**src/rtl/nic_pkg.sv**
```systemverilog
`timescale 1ns / 1ps
// ----------------------------------------------------------------------------
// nic_pkg
// Shared types, codes and format tables for the normalized integer / float
// converter.
// ----------------------------------------------------------------------------
package nic_pkg;

  // Integer format codes
  typedef enum logic [1:0] {
    FMT_U8  = 2'd0,
    FMT_U16 = 2'd1,
    FMT_S8  = 2'd2,
    FMT_S16 = 2'd3
  } fmt_t;

  // Configuration register indexes
  typedef enum logic [7:0] {
    REG_FORMAT    = 8'd0,
    REG_DIRECTION = 8'd1
  } reg_idx_t;

  localparam int CFG_IDX_W = 8;

  localparam logic [31:0] FP_ONE     = 32'h3F80_0000;
  localparam logic [31:0] FP_NEG_ONE = 32'hBF80_0000;

  // Unpack operand class
  typedef enum logic [1:0] {
    UK_NORM,
    UK_ZERO,
    UK_ONE,
    UK_CLAMP
  } ukind_t;

  // Pack operand class (infinity rides with the overflow path)
  typedef enum logic [1:0] {
    PK_NORM,
    PK_ZERO,
    PK_NAN
  } pkind_t;

  // One result beat of a datapath
  typedef struct packed {
    logic [31:0] raw;
    logic        sat;
  } res_t;

  // Format maximum, 2^k - 1
  function automatic logic [15:0] fmt_max(fmt_t f);
    logic [15:0] m;
    case (f)
      FMT_U8:  m = 16'd255;
      FMT_U16: m = 16'd65535;
      FMT_S8:  m = 16'd127;
      FMT_S16: m = 16'd32767;
      default: m = 16'd255;
    endcase
    return m;
  endfunction

  // Magnitude bit count k of the format maximum
  function automatic logic [4:0] fmt_bits(fmt_t f);
    logic [4:0] k;
    case (f)
      FMT_U8:  k = 5'd8;
      FMT_U16: k = 5'd16;
      FMT_S8:  k = 5'd7;
      FMT_S16: k = 5'd15;
      default: k = 5'd8;
    endcase
    return k;
  endfunction

endpackage

```
**src/rtl/nic_unpack.sv**
```systemverilog
`timescale 1ns / 1ps
// ----------------------------------------------------------------------------
// nic_unpack
// Integer to float datapath. Since the divisor is 2^k - 1, the quotient of
// a magnitude a < 2^k - 1 is the k-bit pattern of a repeated forever, so the
// significand is a window of that pattern; the tail never ends, so rounding
// is decided by the guard bit alone. Two stage registers, result combinational.
// ----------------------------------------------------------------------------
module nic_unpack (
  input  logic            clk,
  input  logic [31:0]     raw,
  input  nic_pkg::fmt_t   fmt,
  output nic_pkg::res_t   res
);
  import nic_pkg::*;

  logic        neg;
  logic [15:0] mag;
  ukind_t      kind;
  logic [15:0] mx;

  logic        neg1_r;
  logic [15:0] a1_r;
  ukind_t      kind1_r;
  fmt_t        fmt1_r;

  logic [3:0]  pos;
  logic [4:0]  lz;
  logic [63:0] rep;
  logic [69:0] rep7;
  logic [74:0] rep15;
  logic [63:0] shifted;

  logic        neg2_r;
  ukind_t      kind2_r;
  logic [7:0]  exp2_r;
  logic [24:0] win2_r;

  logic [30:0] mag_fp;

  // Decode sign and magnitude, classify
  always_comb begin
    neg = 1'b0;
    mag = 16'd0;
    case (fmt)
      FMT_U8:  mag = {8'd0, raw[7:0]};
      FMT_U16: mag = raw[15:0];
      FMT_S8: begin
        neg = raw[7];
        mag = raw[7] ? {8'd0, 8'(~raw[7:0] + 8'd1)} : {8'd0, raw[7:0]};
      end
      FMT_S16: begin
        neg = raw[15];
        mag = raw[15] ? 16'(~raw[15:0] + 16'd1) : raw[15:0];
      end
      default: mag = {8'd0, raw[7:0]};
    endcase
    mx = fmt_max(fmt);
    if (mag == 16'd0) begin
      kind = UK_ZERO;
    end else if (mag == mx) begin
      kind = UK_ONE;
    end else if (mag > mx) begin
      kind = UK_CLAMP;
    end else begin
      kind = UK_NORM;
    end
  end

  always_ff @(posedge clk) begin
    neg1_r  <= neg;
    a1_r    <= mag;
    kind1_r <= kind;
    fmt1_r  <= fmt;
  end

  // Find leading one, build repeating pattern, align window
  always_comb begin
    pos = 4'd0;
    for (int i = 0; i < 16; i++) begin
      if (a1_r[i]) pos = 4'(i);
    end
    lz    = 5'(fmt_bits(fmt1_r) - 5'd1 - {1'b0, pos});
    rep7  = {10{a1_r[6:0]}};
    rep15 = {5{a1_r[14:0]}};
    case (fmt1_r)
      FMT_U8:  rep = {8{a1_r[7:0]}};
      FMT_U16: rep = {4{a1_r}};
      FMT_S8:  rep = rep7[69:6];
      FMT_S16: rep = rep15[74:11];
      default: rep = {8{a1_r[7:0]}};
    endcase
    shifted = rep << lz;
  end

  always_ff @(posedge clk) begin
    neg2_r  <= neg1_r;
    kind2_r <= kind1_r;
    exp2_r  <= 8'(8'd126 - {3'd0, lz});
    win2_r  <= shifted[63:39];
  end

  // Round on guard bit; carry runs into the exponent
  always_comb begin
    mag_fp  = {exp2_r, win2_r[23:1]} + {30'd0, win2_r[0]};
    res.sat = 1'b0;
    case (kind2_r)
      UK_ZERO:  res.raw = 32'd0;
      UK_ONE:   res.raw = {neg2_r, FP_ONE[30:0]};
      UK_CLAMP: res.raw = FP_NEG_ONE;
      UK_NORM:  res.raw = {neg2_r, mag_fp};
      default:  res.raw = 32'd0;
    endcase
  end

endmodule

```
**src/rtl/nic_pack.sv**
```systemverilog
`timescale 1ns / 1ps
// ----------------------------------------------------------------------------
// nic_pack
// Float to integer datapath: significand times format maximum, round to a
// 24-bit single significand (nearest even), align to integer plus half bit,
// round half away from zero and saturate. Two stage registers, result
// combinational.
// ----------------------------------------------------------------------------
module nic_pack (
  input  logic            clk,
  input  logic [31:0]     raw,
  input  nic_pkg::fmt_t   fmt,
  output nic_pkg::res_t   res
);
  import nic_pkg::*;

  pkind_t      kind;

  logic        s1_r;
  logic [7:0]  e1_r;
  pkind_t      kind1_r;
  fmt_t        fmt1_r;
  logic [39:0] prod1_r;

  logic [4:0]  k;
  logic [5:0]  hi_idx;
  logic [4:0]  d;
  logic        lsb;
  logic        guard;
  logic        sticky;
  logic        up;
  logic [40:0] keep;
  logic [40:0] rnd;
  logic        huge;
  logic [7:0]  rsh;
  logic [40:0] t;

  logic        s2_r;
  pkind_t      kind2_r;
  fmt_t        fmt2_r;
  logic        ovf2_r;
  logic [17:0] n2_r;

  logic [17:0] mx;
  logic        is_signed;
  logic [17:0] mag_sel;
  logic        do_neg;
  logic [17:0] val;

  // Classify and multiply
  always_comb begin
    if (raw[30:23] == 8'hFF && raw[22:0] != 23'd0) begin
      kind = PK_NAN;
    end else if (raw[30:23] == 8'd0) begin
      kind = PK_ZERO;
    end else begin
      kind = PK_NORM;
    end
  end

  always_ff @(posedge clk) begin
    s1_r    <= raw[31];
    e1_r    <= raw[30:23];
    kind1_r <= kind;
    fmt1_r  <= fmt;
    prod1_r <= 40'({1'b1, raw[22:0]}) * 40'(fmt_max(fmt));
  end

  // Round product to single, then align to integer and half bit
  always_comb begin
    k      = fmt_bits(fmt1_r);
    hi_idx = 6'd23 + {1'b0, k};
    d      = prod1_r[hi_idx] ? k : 5'(k - 5'd1);
    lsb    = prod1_r[d[5-1:0] + 5'd0];
    guard  = prod1_r[5'(d - 5'd1)];
    sticky = |(prod1_r & ((40'd1 << 5'(d - 5'd1)) - 40'd1));
    up     = guard & (sticky | lsb);
    keep   = {1'b0, prod1_r} >> d;
    rnd    = (keep + {40'd0, up}) << d;
    huge   = (e1_r >= 8'd149);
    rsh    = 8'(8'd149 - e1_r);
    t      = rnd >> rsh;
  end

  always_ff @(posedge clk) begin
    s2_r    <= s1_r;
    kind2_r <= kind1_r;
    fmt2_r  <= fmt1_r;
    ovf2_r  <= huge | (|t[40:18]);
    n2_r    <= {1'b0, t[17:1]} + {17'd0, t[0]};
  end

  // Saturate and encode
  always_comb begin
    mx        = {2'd0, fmt_max(fmt2_r)};
    is_signed = (fmt2_r == FMT_S8) || (fmt2_r == FMT_S16);
    mag_sel   = 18'd0;
    do_neg    = 1'b0;
    res.sat   = 1'b0;
    case (kind2_r)
      PK_NAN: begin
        res.sat = 1'b1;
      end
      PK_ZERO: begin
        mag_sel = 18'd0;
      end
      default: begin
        if (!s2_r) begin
          if (ovf2_r || n2_r > mx) begin
            mag_sel = mx;
            res.sat = 1'b1;
          end else begin
            mag_sel = n2_r;
          end
        end else if (is_signed) begin
          do_neg = 1'b1;
          if (ovf2_r || n2_r > 18'(mx + 18'd1)) begin
            mag_sel = 18'(mx + 18'd1);
            res.sat = 1'b1;
          end else begin
            mag_sel = n2_r;
          end
        end else begin
          res.sat = ovf2_r || (n2_r != 18'd0);
        end
      end
    endcase
    val = do_neg ? 18'(~mag_sel + 18'd1) : mag_sel;
    if (fmt2_r == FMT_U16 || fmt2_r == FMT_S16) begin
      res.raw = {16'd0, val[15:0]};
    end else begin
      res.raw = {24'd0, val[7:0]};
    end
  end

endmodule

```
**src/rtl/normalized_int_float_converter.sv**
```systemverilog
`timescale 1ns / 1ps
// ----------------------------------------------------------------------------
// normalized_int_float_converter
// Converts normalized 8/16-bit integers to IEEE singles and back, one
// element per clock through a three-stage pipeline.
//
//   channel  | handshake                 | payload
//   ---------+---------------------------+-------------------------------
//   input    | start / busy              | in_raw_in
//   result   | out_valid strobe          | out_raw_out, out_saturated
//   config   | cfg_valid / cfg_ready     | cfg_index, cfg_data
//
// An element accepted at one edge reaches the result ports through three
// register stages: multiply or decode, round and align, then saturate or
// encode plus the output register.
// A new element is taken every cycle; busy is always low.
// Reset clears the valid bits and both registers to zero.
// The receiver cannot stall, so nothing backs up into the pipeline.
// ----------------------------------------------------------------------------
module normalized_int_float_converter (
  input  logic                          clk,
  input  logic                          rst_n,
  input  logic                          start,
  output logic                          busy,
  input  logic [31:0]                   in_raw_in,
  output logic                          out_valid,
  output logic [31:0]                   out_raw_out,
  output logic                          out_saturated,
  input  logic                          cfg_valid,
  output logic                          cfg_ready,
  input  logic [nic_pkg::CFG_IDX_W-1:0] cfg_index,
  input  logic [31:0]                   cfg_data
);
  import nic_pkg::*;

  fmt_t        fmt_r;
  logic        dir_r;
  logic        v1_r;
  logic        v2_r;
  logic        dir1_r;
  logic        dir2_r;
  logic        out_valid_r;
  logic [31:0] out_raw_r;
  logic        out_sat_r;
  logic        accept;
  res_t        up_res;
  res_t        pk_res;

  assign busy      = 1'b0;
  assign cfg_ready = 1'b1;
  assign accept    = start & ~busy;

  // Register writes
  always_ff @(posedge clk) begin
    if (!rst_n) begin
      fmt_r <= FMT_U8;
      dir_r <= 1'b0;
    end else if (cfg_valid && cfg_ready) begin
      case (cfg_index)
        REG_FORMAT:    fmt_r <= fmt_t'(cfg_data[1:0]);
        REG_DIRECTION: dir_r <= cfg_data[0];
        default: ;
      endcase
    end
  end

  nic_unpack u_unpack (
    .clk (clk),
    .raw (in_raw_in),
    .fmt (fmt_r),
    .res (up_res)
  );

  nic_pack u_pack (
    .clk (clk),
    .raw (in_raw_in),
    .fmt (fmt_r),
    .res (pk_res)
  );

  // Advance valid bits with the beat
  always_ff @(posedge clk) begin
    if (!rst_n) begin
      v1_r        <= 1'b0;
      v2_r        <= 1'b0;
      out_valid_r <= 1'b0;
    end else begin
      v1_r        <= accept;
      v2_r        <= v1_r;
      out_valid_r <= v2_r;
    end
  end

  // Carry direction alongside, select result
  always_ff @(posedge clk) begin
    dir1_r    <= dir_r;
    dir2_r    <= dir1_r;
    out_raw_r <= dir2_r ? pk_res.raw : up_res.raw;
    out_sat_r <= dir2_r ? pk_res.sat : up_res.sat;
  end

  assign out_valid     = out_valid_r;
  assign out_raw_out   = out_raw_r;
  assign out_saturated = out_sat_r;

  // Every result beat stems from a matching start beat earlier in the pipeline
  a_latency : assert property (@(posedge clk) disable iff (!rst_n)
    out_valid |-> $past(start, 3))
    else $error("result beat without matching input beat");

  // The flag is only raised on a pack beat
  a_sat_pack : assert property (@(posedge clk) disable iff (!rst_n)
    (out_valid && out_saturated) |-> $past(v2_r && dir2_r))
    else $error("saturation flag on an unpack beat");

endmodule

```
**config.mk**
```make
export PLATFORM = sky130hd
export DESIGN_NAME = normalized_int_float_converter
export DESIGN_NICKNAME = d
export VERILOG_FILES = /design/src/rtl/nic_pkg.sv /design/src/rtl/nic_unpack.sv /design/src/rtl/nic_pack.sv /design/src/rtl/normalized_int_float_converter.sv
export SDC_FILE = /design/constraint.sdc
export NUM_CORES = 2
export LEC_CHECK = 0
export ABC_AREA = 1
export BUFFER_PORTS_ARGS = -buffer_cell sky130_fd_sc_hd__buf_2
export CAP_MARGIN = 25
export CORE_MARGIN = 4
export CORE_UTILIZATION = 65
export DETAILED_ROUTE_END_ITERATION = 12
export PLACE_DENSITY = 0.83
export SLEW_MARGIN = 10
export SYNTH_ARGS = -nofsm -noshare
export SYNTH_HDL_FRONTEND = slang
export SYNTH_SLANG_ARGS = --single-unit
```
**constraint.sdc**
```tcl
create_clock -name clk -period 22.2 [get_ports clk]
set_input_delay 4.44 -clock clk [delete_from_list [all_inputs] [get_ports clk]]
set_output_delay 4.44 -clock clk [all_outputs]
set_load 0.05 [all_outputs]
```
==> flow_metrics.tcl <==
set metrics [dict create \
    power.density_nw_per_um2 121.3 \
    cts_tree "built" \
    clock_latency_ns 0.46 \
    yosysSeqAreaShare 0.1212 \
    synth_area_per_cell_um2 6.635 \
    io_pins 112 \
    startpoint_type "input port" \
    cts_buffers 17 \
    hold_ws_ns 0.3262 \
    core_um2 42320 \
    dp.cells 4743 \
    yosys.area_share.simple 0.3166 \
    viasPerCell 5.950 \
    setup_ws_ns 10.71 \
    holdBufCountCts 0 \
    synth_compound_area_frac 0.1402 \
    synth_top_family_by_area "simple AND/OR/NAND/NOR gates" \
    grt_pass1_vias 26770 \
    diodes 0 \
    min_delay_path_depth 0 \
    critPathKind "in2reg" \
    synth.area.mux_share 0.006418 \
    dieArea_um2 46580 \
    area_delta_synth_final_pct 4.252 \
    synthXorXnorAreaFrac 0.02465 \
    cts-root-buf "clkbuf_16" \
    grt_remaining_overflow 0 \
    final_cell_mix "nand2_1 (1010), inv_1 (587), nand3_1 (534)" \
    antenna_found_initial 0 \
    power.leakage_uw 0.01516 \
    tightest_slew_ns 0.9555 \
    r2r_start "u_pack.fmt1_r[0]" \
    hp-class "reg2reg" \
    fp.dieW_um 215.8 \
    hold_violations 0 \
    rsz0062_at_grt "no" \
    worst-path-max-fanout 11 \
    start_util 0.6633 \
    vias 28420 \
    dr.pass1.iters 6 \
    ys.flop_type "dfxtp_1" \
    synth-edff-count 0 \
    seq_power_share 0.124 \
    p_sw_uw 2048 \
    die_h_um 215.8 \
    min_from "u_pack.kind1_r[0]" \
    p_clk_frac 0.083 \
    ys_seq_elements 170 \
    yosys_warnings 0 \
    timing.rr.end "u_pack.n2_r[14]" \
    finalNetCount 4723 \
    ir_worst_vdd_mv 0.1044 \
    drtIter0Drc 3608 \
    cts_resized 0 \
    maxSlewViolCount 0 \
    finalNonFillerCells 4777 \
    post-route-drc-count 0 \
    postRouteAntennaNets 0 \
    grt_use_total 0.3604 \
    finalSetupTns_ns 0 \
    wl_um 84830 \
    async_flop_share 0 \
    cts_sinks 170 \
    yosys.area_share.adder 0.2804 \
    fin_crit_ns 11.49 \
    cts.clk_slew.worst_paths_ns 0.07 \
    grt_pass1_wl_um 137000 \
    fmax_mhz 87.04 \
    num_rows 75 \
    end_kind "flip-flop" \
    final_common_cell "nand2_1" \
    p_int_uw 1501 \
    dp_slack_ns 10.29 \
    status "finished, final reports clean" \
    combPwrFrac 0.793 \
    dpl.hpwl_um 68940 \
    clock_skew_ns 0.01290 \
    clock_path_buffers 2 \
    slowest_delay_ns 0.55 \
    worstPathRequired_ns 22.55 \
    netlist_instances 4231 \
    cpMaxStageDelayCell "fa_1" \
    routedWlPerCell_um 17.76 \
    synth_area_um2 28070 \
    post-cts-setup-buffers 0 \
    hold_path_end "u_pack.kind2_r[0]" \
    setup_viol 0 \
    cp.arrival_ns 11.83 \
    synth_cell_type_count 73 \
    r2r_slack_ns 13.40 \
    min_period_over_period 0.5175 \
    drive_gt1_frac 0.06143 \
    grt_max_degree 105 \
    slew_headroom 0.3465 \
    rr_worst_depth 45 \
    h-tree-depth 4 \
    gp_congestion 1.031 \
    drv_cap 0 \
    port_buffers 79 \
    p_sw_frac 0.5770 \
]
layout make-up:
class	instances	area [um^2]
multi-input cells	3278	21600
fillers	3764	13060
flip-flops and latches	170	3403
inverters	610	2290
well taps	577	721.9
repair buffers	110	668.1
clock buffers	21	470.5
clock inverters	11	108.9
cells by family (layout without fill, tap and decap cells):
kind of cell	Yosys count	in the layout
AO/OA/AOI/OAI	680	680
XOR/XNOR	79	79
adder cells (fa/ha/maj)	460	460
buffers and inverters	785	752
flip-flops	170	170
multiplexers	18	18
other	2	4
AND/OR/NAND/NOR	2037	2037
worst max-delay path by stage:
stage               cells after the start            endpoint          from  slack [ns]
finish                                 36  u_pack.prod1_r[39]  in_raw_in[7]       10.71
detailed placement                     36  u_pack.prod1_r[39]  in_raw_in[7]       10.29
CTS                                    36  u_pack.prod1_r[39]  in_raw_in[7]       10.74
global placement                       36  u_pack.prod1_r[39]  in_raw_in[7]       10.36
floorplan                              35  u_pack.prod1_r[39]  in_raw_in[6]       11.35
global route                           33  u_pack.prod1_r[36]  in_raw_in[2]       10.17
worst max-delay path, delay by kind of cell:
kind	cells	cell delay, ns
AOI/OAI and AO/OA	10	1.84
buffers and inverters	6	0.92
adders and majority gates	7	3.34
and+or+nand+nor	12	1.20
xor gates and xnor gates	1	0.11
synth_stat cells (all sizes together), types with 10 or more instances:
cell,n,area share
ha,178,0.079
a211oi,10,0.0027
nand4,49,0.011
mux2i,18,0.0064
nand2,1026,0.14
xor2,55,0.017
o211ai,36,0.0096
xnor2,24,0.0075
o31ai,20,0.0053
inv,602,0.080
nor2,334,0.049
a31oi,18,0.0040
nor3,43,0.0080
buf,80,0.016
a21oi,176,0.032
clkbuf,95,0.013
o21ai,351,0.066
or2,15,0.0033
fa,282,0.20
o22ai,14,0.0038
nand3,543,0.099
nor4,18,0.0040
dfxtp,170,0.12
metrics by stage:
stage / power [uW] / utilization / area, um^2
after floorplan: 2515 / - / 28080
after global placement: 3133 / 0.6765 / 28630
after detailed placement: 3181 / 0.6765 / 28630
after CTS: 3484 / 0.6902 / 29210
after global routing: 3880 / 0.6915 / 29270
final: 3549 / 0.6915 / 29270
metal layers:
metal | wire, um | track usage | up-vias
li1 | - | - | 13660
met1 | 35080 | 0.4945 | 13130
met2 | 38940 | 0.5825 | 1393
met3 | 7591 | 0.05949 | 237
met4 | 3221 | 0.1222 | 0
met5 | 0 | 0 | -
power by group through the flow:
stage               clock [uW]  sequential (uW)  combinational [uW]
finish                     293              441                2810
global route               309              444                3130
detailed placement           0              445                2740
floorplan                    0              454                2060
global placement             0              445                2690
CTS                        295              438                2750
registers in the layout, indices dropped and copies added (netlist names), 2 cells and up:
name	count
fmt_r	2
out_raw_out	32
u_pack.e1_r	8
u_pack.fmt1_r	2
u_pack.fmt2_r	2
u_pack.kind1_r	2
u_pack.kind2_r	2
u_pack.n2_r	18
u_pack.prod1_r	40
u_unpack.a1_r	16
u_unpack.exp2_r	6
u_unpack.kind1_r	2
u_unpack.kind2_r	2
u_unpack.win2_r	24
(Power assumes the default switching activity.)
